## config.mk

```make
export PLATFORM = sky130hd
export DESIGN_NAME = rce_ctrl
export DESIGN_NICKNAME = d
export VERILOG_FILES = /design/src/rtl/core/rce_pkg.sv /design/src/rtl/core/rce_ctrl.sv
export SDC_FILE = /design/constraint.sdc
export NUM_CORES = 1
export LEC_CHECK = 0
export BUFFER_PORTS_ARGS = -buffer_cell sky130_fd_sc_hd__buf_2
export CELL_PAD_IN_SITES_DETAIL_PLACEMENT = 1
export CELL_PAD_IN_SITES_GLOBAL_PLACEMENT = 1
export CORE_AREA = 2 2 52 54
export CTS_CLUSTER_DIAMETER = 150
export DETAILED_ROUTE_END_ITERATION = 12
export DIE_AREA = 0 0 54 56
export PLACE_DENSITY_LB_ADDON = 0.2
export SYNTH_ARGS = -nofsm -noshare
export SYNTH_HDL_FRONTEND = slang
export SYNTH_SLANG_ARGS = --single-unit
```

## constraint.sdc

```tcl
create_clock -name aclk -period 1.9 [get_ports aclk]
set_input_delay 0.38 -clock aclk [delete_from_list [all_inputs] [get_ports aclk]]
set_output_delay 0.38 -clock aclk [all_outputs]
set_load 0.02 [all_outputs]
```

## src/rtl/core/rce_pkg.sv

```systemverilog
// Shared types and constants of the rotor cipher encoder.
// Field widths, opcodes, register indexes, controller states and the
// command and status groups between controller and datapath.
package rce_pkg;

    localparam int SYM_W     = 7;
    localparam int OPC_W     = 2;
    localparam int SEL_W     = 3;
    localparam int NROT_W    = 4;
    localparam int COUNT_W   = 12;
    localparam int CFG_IDX_W = 1;

    localparam int MAX_ROTORS_DEF   = 8;
    localparam int SYMBOL_COUNT_DEF = 76;

    localparam logic [NROT_W-1:0]  NUM_ROTORS_RST = 4'd1;
    localparam logic [COUNT_W-1:0] ROT_STEP_RST   = 12'd10;

    typedef enum logic [OPC_W-1:0] {
        OP_ENCODE   = 2'd0,
        OP_WR_ENTRY = 2'd1,
        OP_WR_EXIT  = 2'd2,
        OP_WR_PLUG  = 2'd3
    } opcode_t;

    typedef enum logic [CFG_IDX_W-1:0] {
        CFG_NUM_ROTORS = 1'b0,
        CFG_ROT_STEP   = 1'b1
    } cfg_index_t;

    typedef enum logic [2:0] {
        ST_IDLE,
        ST_ENTRY,
        ST_EXIT,
        ST_PLUG,
        ST_ADV,
        ST_MOD
    } state_t;

    typedef struct packed {
        logic accept;
        logic entry_rd;
        logic exit_rd;
        logic a_from_exit;
        logic plug_rd;
        logic out_load;
        logic adv_rotor;
        logic mod_start;
        logic finish;
    } dp_cmd_t;

    typedef struct packed {
        logic is_encode;
        logic out_free;
        logic step_zero;
        logic mod_done;
        logic rem_zero;
    } dp_status_t;

endpackage

```

## src/rtl/core/rce_ctrl.sv

```systemverilog
// Controller of the rotor cipher encoder: walks the rotor chain, the
// plugboard read and the stepping carry chain. Uses rce_pkg.
module rce_ctrl #(
    parameter  int MAX_ROTORS = rce_pkg::MAX_ROTORS_DEF,
    localparam int RIDX_W     = (MAX_ROTORS > 1) ? $clog2(MAX_ROTORS) : 1,
    localparam int CNT_W      = $clog2(MAX_ROTORS + 1)
) (
    input  logic                aclk,
    input  logic                aresetn,
    input  logic                s_valid,
    output logic                s_ready,
    input  rce_pkg::dp_status_t status,
    input  logic [CNT_W-1:0]    num_active,
    output rce_pkg::dp_cmd_t    cmd,
    output logic [RIDX_W-1:0]   rotor
);

    rce_pkg::state_t  state_reg;
    rce_pkg::state_t  state_next;
    logic [CNT_W-1:0] r_reg;
    logic [CNT_W-1:0] r_next;
    logic             at_end;

    assign at_end  = (r_reg == num_active);
    assign s_ready = (state_reg == rce_pkg::ST_IDLE);
    assign rotor   = RIDX_W'(r_reg);

    always_ff @(posedge aclk) begin
        if (!aresetn) begin
            state_reg <= rce_pkg::ST_IDLE;
            r_reg     <= '0;
        end else begin
            state_reg <= state_next;
            r_reg     <= r_next;
        end
    end

    always_comb begin
        state_next = state_reg;
        r_next     = r_reg;
        unique case (state_reg)
            rce_pkg::ST_IDLE: begin
                if (s_valid && status.is_encode) begin
                    state_next = rce_pkg::ST_ENTRY;
                    r_next     = '0;
                end
            end
            rce_pkg::ST_ENTRY: begin
                state_next = at_end ? rce_pkg::ST_PLUG : rce_pkg::ST_EXIT;
            end
            rce_pkg::ST_EXIT: begin
                state_next = rce_pkg::ST_ENTRY;
                r_next     = r_reg + CNT_W'(1);
            end
            rce_pkg::ST_PLUG: begin
                if (status.out_free) begin
                    state_next = rce_pkg::ST_ADV;
                    r_next     = '0;
                end
            end
            rce_pkg::ST_ADV: begin
                if (at_end) begin
                    state_next = rce_pkg::ST_IDLE;
                end else if (r_reg == '0) begin
                    r_next = r_reg + CNT_W'(1);
                end else if (status.step_zero) begin
                    state_next = rce_pkg::ST_IDLE;
                end else begin
                    state_next = rce_pkg::ST_MOD;
                end
            end
            rce_pkg::ST_MOD: begin
                if (status.mod_done) begin
                    if (status.rem_zero) begin
                        state_next = rce_pkg::ST_ADV;
                        r_next     = r_reg + CNT_W'(1);
                    end else begin
                        state_next = rce_pkg::ST_IDLE;
                    end
                end
            end
            default: state_next = rce_pkg::ST_IDLE;
        endcase
    end

    always_comb begin
        cmd = '0;
        unique case (state_reg)
            rce_pkg::ST_IDLE: begin
                cmd.accept = s_valid;
            end
            rce_pkg::ST_ENTRY: begin
                // first rotor takes the input symbol, later ones the previous exit
                cmd.a_from_exit = (r_reg != '0);
                if (at_end) begin
                    cmd.plug_rd = 1'b1;
                end else begin
                    cmd.entry_rd = 1'b1;
                end
            end
            rce_pkg::ST_EXIT: begin
                cmd.exit_rd = 1'b1;
            end
            rce_pkg::ST_PLUG: begin
                cmd.out_load = status.out_free;
            end
            rce_pkg::ST_ADV: begin
                if (at_end) begin
                    cmd.finish = 1'b1;
                end else if (r_reg == '0) begin
                    cmd.adv_rotor = 1'b1;
                end else if (status.step_zero) begin
                    cmd.finish = 1'b1;
                end else begin
                    cmd.mod_start = 1'b1;
                end
            end
            rce_pkg::ST_MOD: begin
                if (status.mod_done) begin
                    cmd.adv_rotor = status.rem_zero;
                    cmd.finish    = !status.rem_zero;
                end
            end
            default: ;
        endcase
    end

endmodule

```

# --- Word level (Yosys, flattened, before mapping) ---
# Index checks and enable logic that the tools add are counted.
word_totals:
  reg_bits: 7
  output_inout_bits: 13
  elab_cells: 58
classes:
  add_sub_neg: 1
  eq_ne: 13
  mux: 34
  n_reduce_logical: 8
ops:
  columns: ["cell", "count"]
  rows:
  - ["$mux W4", 6]
  - ["$mux W3", 7]
  - ["$pmux W4 S5", 1]
  - ["$pmux W3 S6", 1]
  - ["$mux W1", 14]
  - ["$ne A2 B2 Y1 const B", 5]
  - ["$reduce_and A7 Y1", 1]
  - ["$eq A3 B2 Y1 const B", 2]
  - ["$eq A3 B3 Y1 const B", 2]
  - ["$mux W2", 3]
  - ["$reduce_bool A5 Y1", 1]
  - ["$add A4 B1 Y4 const B", 1]
  - ["$eq A4 B4 Y1", 1]
  - ["$logic_not A4 Y1", 1]
  - ["$pmux W1 S2", 2]
  - ["$reduce_and A4 Y1", 1]
  - ["$reduce_bool A4 Y1", 1]
  - ["$eq A3 B1 Y1 const B", 1]
  - ["$logic_not A3 Y1", 1]
  - ["$ne A3 B3 Y1 const B", 1]
  - ["$ne A2 B1 Y1 const B", 1]
  - ["$logic_and A1 B1 Y1", 1]
  - ["$logic_not A1 Y1", 1]

# --- Depth between registers and ports, before layout ---
logic_depth:
  ltp_word: 4
  depth_mapped: 6
  mapped_depth_nobuf: 6

# --- Worst setup path before layout ---
# OpenSTA, ideal clock, no wires.
synth_path:
  path_kind: "input to output"
  from: "in num_active[3]"
  to: "out cmd[0] (netlist bit)"
  t_arrival_ns: 1.652
  setup_slack_ns: -0.132
  cell_stages: 5
  path_buffers: 1
  path_cell_list: "xor2_1 > nor4_2 > buf_4 > a211oi_1 > a211oi_1"
synth_rtl:
  columns: ["item", "line", "rtl"]
  rows:
  - ["start: declaration", "rce_ctrl.sv:13", "input logic [CNT_W-1:0] num_active,"]
  - ["end: declaration", "rce_ctrl.sv:14", "output rce_pkg::dp_cmd_t cmd,"]

==> insert_results.sql <==
INSERT INTO impl_metrics (metric_group, metric, value, unit) VALUES
('global_route', 'grt_max_degree', '13', ''),
('placed_design', 'placed_area', '946', 'µm²'),
('route', 'antenna_left', '0', ''),
('floorplan', 'num_rows', '18', ''),
('finish', 'num-nets-final', '141', ''),
('power_and_ir_drop', 'vdd_ir_drop_max', '0.000249', 'V'),
('worst_hold_path', 'timing.hold.worst_path_depth', '4', ''),
('finish', 'syn2layout_area_growth', '48.4', '%'),
('synthesis', 'cells_after_synthesis', '88', ''),
('route', 'post-route-drc-count', '0', ''),
('synthesis', 'synth_fp_nets', '102', ''),
('global_route', 'grt-busiest-layer', 'met2', ''),
('global_route', 'grt_use_met1', '18.2', '%'),
('sta', 'max_slew.worst_pin.slew', '0.468', 'ns'),
('clock_tree', 'cts-buffers-inserted', '3', ''),
('floorplan', 'initial_core_util', '29.9', '%'),
('global_route', 'grt_pass1_vias', '845', ''),
('floorplan', 'core_region_area', '0.00243', 'mm²'),
('finish', 'flip_flop_count_of_the_largest_register_all_copies_and_words_added', '4', ''),
('placed_design', 'dp_hpwl', '1.86', 'mm'),
('sta', 'timing.max_slew.rel_slack', '68.7', '%'),
('floorplan', 'design.portCount', '25', ''),
('synthesis', 'mappedNetlistArea', '727', 'µm²'),
('run_status', 'failed_checks', 'setup timing', ''),
('run_status', 'run_status', 'finished with violations', ''),
('setup_path', 'worstPathCellList', 'xor2_2 -> nor4_2 -> buf_4 -> a211oi_1 -> a211oi_2 -> buf_4', ''),
('finish', 'commonest_non_fill_non_tap_cell_in_the_layout', 'buf_4', ''),
('sta', 'timing.clock.skew', '0.00865', 'ns'),
('global_route', 'grt_first_pass_wirelength', '3.82', 'mm'),
('synthesis', 'synth-seq-cells', '7', ''),
('sta', 'final_number_of_max_transition_violations', '0', ''),
('setup_path', 'worst_setup_path_end_kind', 'output port', ''),
('route', 'routed_via_density', '5.26', ''),
('worst_hold_path', 'hold_end', 'state_reg[1]', ''),
('synthesis', 'synthArstFlopShare', '0', '%'),
('setup_path', 'worst_endpoint_required_time', '1.52', 'ns'),
('finish', 'final_util', '44.3', '%'),
('setup_path', 'reg2reg_setup_slack', '0', 'ns'),
('floorplan', 'design.die.area', '0.00302', 'mm²'),
('sta', 'period_needed', '1.99', 'ns'),
('placed_design', 'io_buffers', '24', ''),
('setup_path', 'rr_endpoint', 'r_reg[3]', ''),
('clock_tree', 'clock-sinks', '7', ''),
('sta', 'fin_ws', '-0.0919', 'ns'),
('sta', 'final-setup-viol-count', '3', ''),
('global_route', 'grt_util_all_layers', '17.5', '%'),
('clock_tree', 'clock_tree.root_cell', 'clkbuf_4', ''),
('setup_path', 'critical_path_arrival', '1.61', 'ns'),
('clock_tree', 'clk_pin_slew', '0.05', 'ns'),
('setup_path', 'worst_path_largest_cell_delay', '0.34', 'ns'),
('clock_tree', 'cts_tree', 'yes', ''),
('sta', 'rsz0062_at_grt', 'true', ''),
('global_route', 'antenna_violations_before_repair', '0', ''),
('setup_path', 'cp_top_family', 'buffers and inverters', ''),
('sta', 'fmax', '502', 'MHz'),
('route', 'total_iterations_of_the_first_detailed_routing_run', '4', ''),
('setup_path', 'crit_path_start_kind', 'flop', ''),
('synthesis', 'yosysUniqueCellTypes', '43', ''),
('global_route', 'groute.layer.met3.usage', '2.96', '%'),
('global_route', 'globalRoute.totalOverflow', '0', ''),
('finish', 'postLayoutCellArea', '0.00108', 'mm²'),
('floorplan', 'floorplan.die.height', '56', 'µm'),
('synthesis', 'dominantRegCellSynth', 'dfxtp_1', ''),
('placed_design', 'gp_routability_congestion', '0.749', ''),
('flow_run', 'maxCapViolCount', '0', ''),
('route', 'post_drt_wl_per_cell', '15.2', 'µm'),
('power_and_ir_drop', 'cellLeakagePower', '0.482', 'nW'),
('sta', 'final_hold_fails', '0', ''),
('route', 'detailedRoute.firstIterationViolations', '10', ''),
('finish', 'layout-drive-gt1-share', '56.3', '%'),
('worst_hold_path', 'min_from', 'status[3]', '');
==> final cells by class <==
class                           instances  area [µm²]
Fill cell                             293        1350
Multi-Input combinational cell         69         574
Timing Repair Buffer                   43         279
Sequential cell                         7         150
Tap cell                               30        37.5
Clock buffer                            4        26.3
Inverter                                3        11.3
==> worst reg2reg max path, cell delays in order (launching register included) <==
cell,delay [ns]
dfxtp_4,0.37
xor2_2,0.16
nor4_2,0.05
buf_4,0.15
buf_4,0.14
o41a_1,0.43
o311ai_1,0.35
o41ai_2,0.12
==> synthesized netlist by cell type, drive strengths merged, types with 3 or more instances <==
cell type  count  area [µm²]
a211oi         3        22.5
o21ai          3        15.0
nor3           3        15.0
buf            6        46.3
dfxtp          7         140
clkbuf         3        21.3
xor2           4        35.0
inv            3        11.3
nand2b         3        18.8
nand2          8        30.0
nor2           8        30.0
o41ai          4        68.8
a21oi          4        20.0
==> through the flow <==
stage          hold slack (ns)  TNS [ns]  cells
6_report                 0.417    -0.169    156
5_1_grt                  0.424    -0.876    156
4_1_cts                  0.404    -0.285    156
3_5_place_dp             0.549    -0.105    148
3_3_place_gp             0.544         0    148
2_1_floorplan            0.500         0     88
==> per-layer routing <==
layer,part of all wire (%),vias to the layer above
met1,40,393
li1,-,400
met4,3.4,0
met2,53,20
met3,3.5,8
met5,0,-
==> logic make-up (layout without fill, tap and decap cells) <==
family,after synthesis,count (layout),share of synthesized area [%]
XOR/XNOR,4,4,4.82
buffers and inverters,12,50,10.8
AO/OA/AOI/OAI,27,27,32.7
adder cells (fa/ha/maj),2,2,3.44
AND/OR/NAND/NOR,35,35,26.9
flip-flops,7,7,19.3
multiplexers,1,1,2.06
==> power by group <==
group | internal [mW] | total [mW] | switching (mW)
clock network | 0.0802 | 0.136 | 0.0561
registers | 0.152 | 0.166 | 0.0139
logic | 0.109 | 0.243 | 0.134
total | 0.341 | 0.544 | 0.204
==> worst max-delay path by stage <==
stage	endpoint	startpoint	cells after the start	slack (ns)
final	cmd[0]	r_reg[3]	6	-0.09
after global placement	r_reg[3]	num_active[1]	7	0.01
after global routing	cmd[2]	r_reg[3]	7	-0.20
after CTS	cmd[2]	r_reg[0]	7	-0.1
after floorplan	cmd[5]	state_reg[0]	4	0.003
after detailed placement	r_reg[1]	num_active[0]	7	-0.04
==> what timing repair did <==
item                       in CTS  in global routing
hold buffers                    0                  0
gates resized for setup        18                  5
cloned                          0                  0
buffers inserted                4                  0
pin swaps                       8                  8
setup endpoints to repair       7                  9
Note: power is estimated with default switching activity, not from simulation.
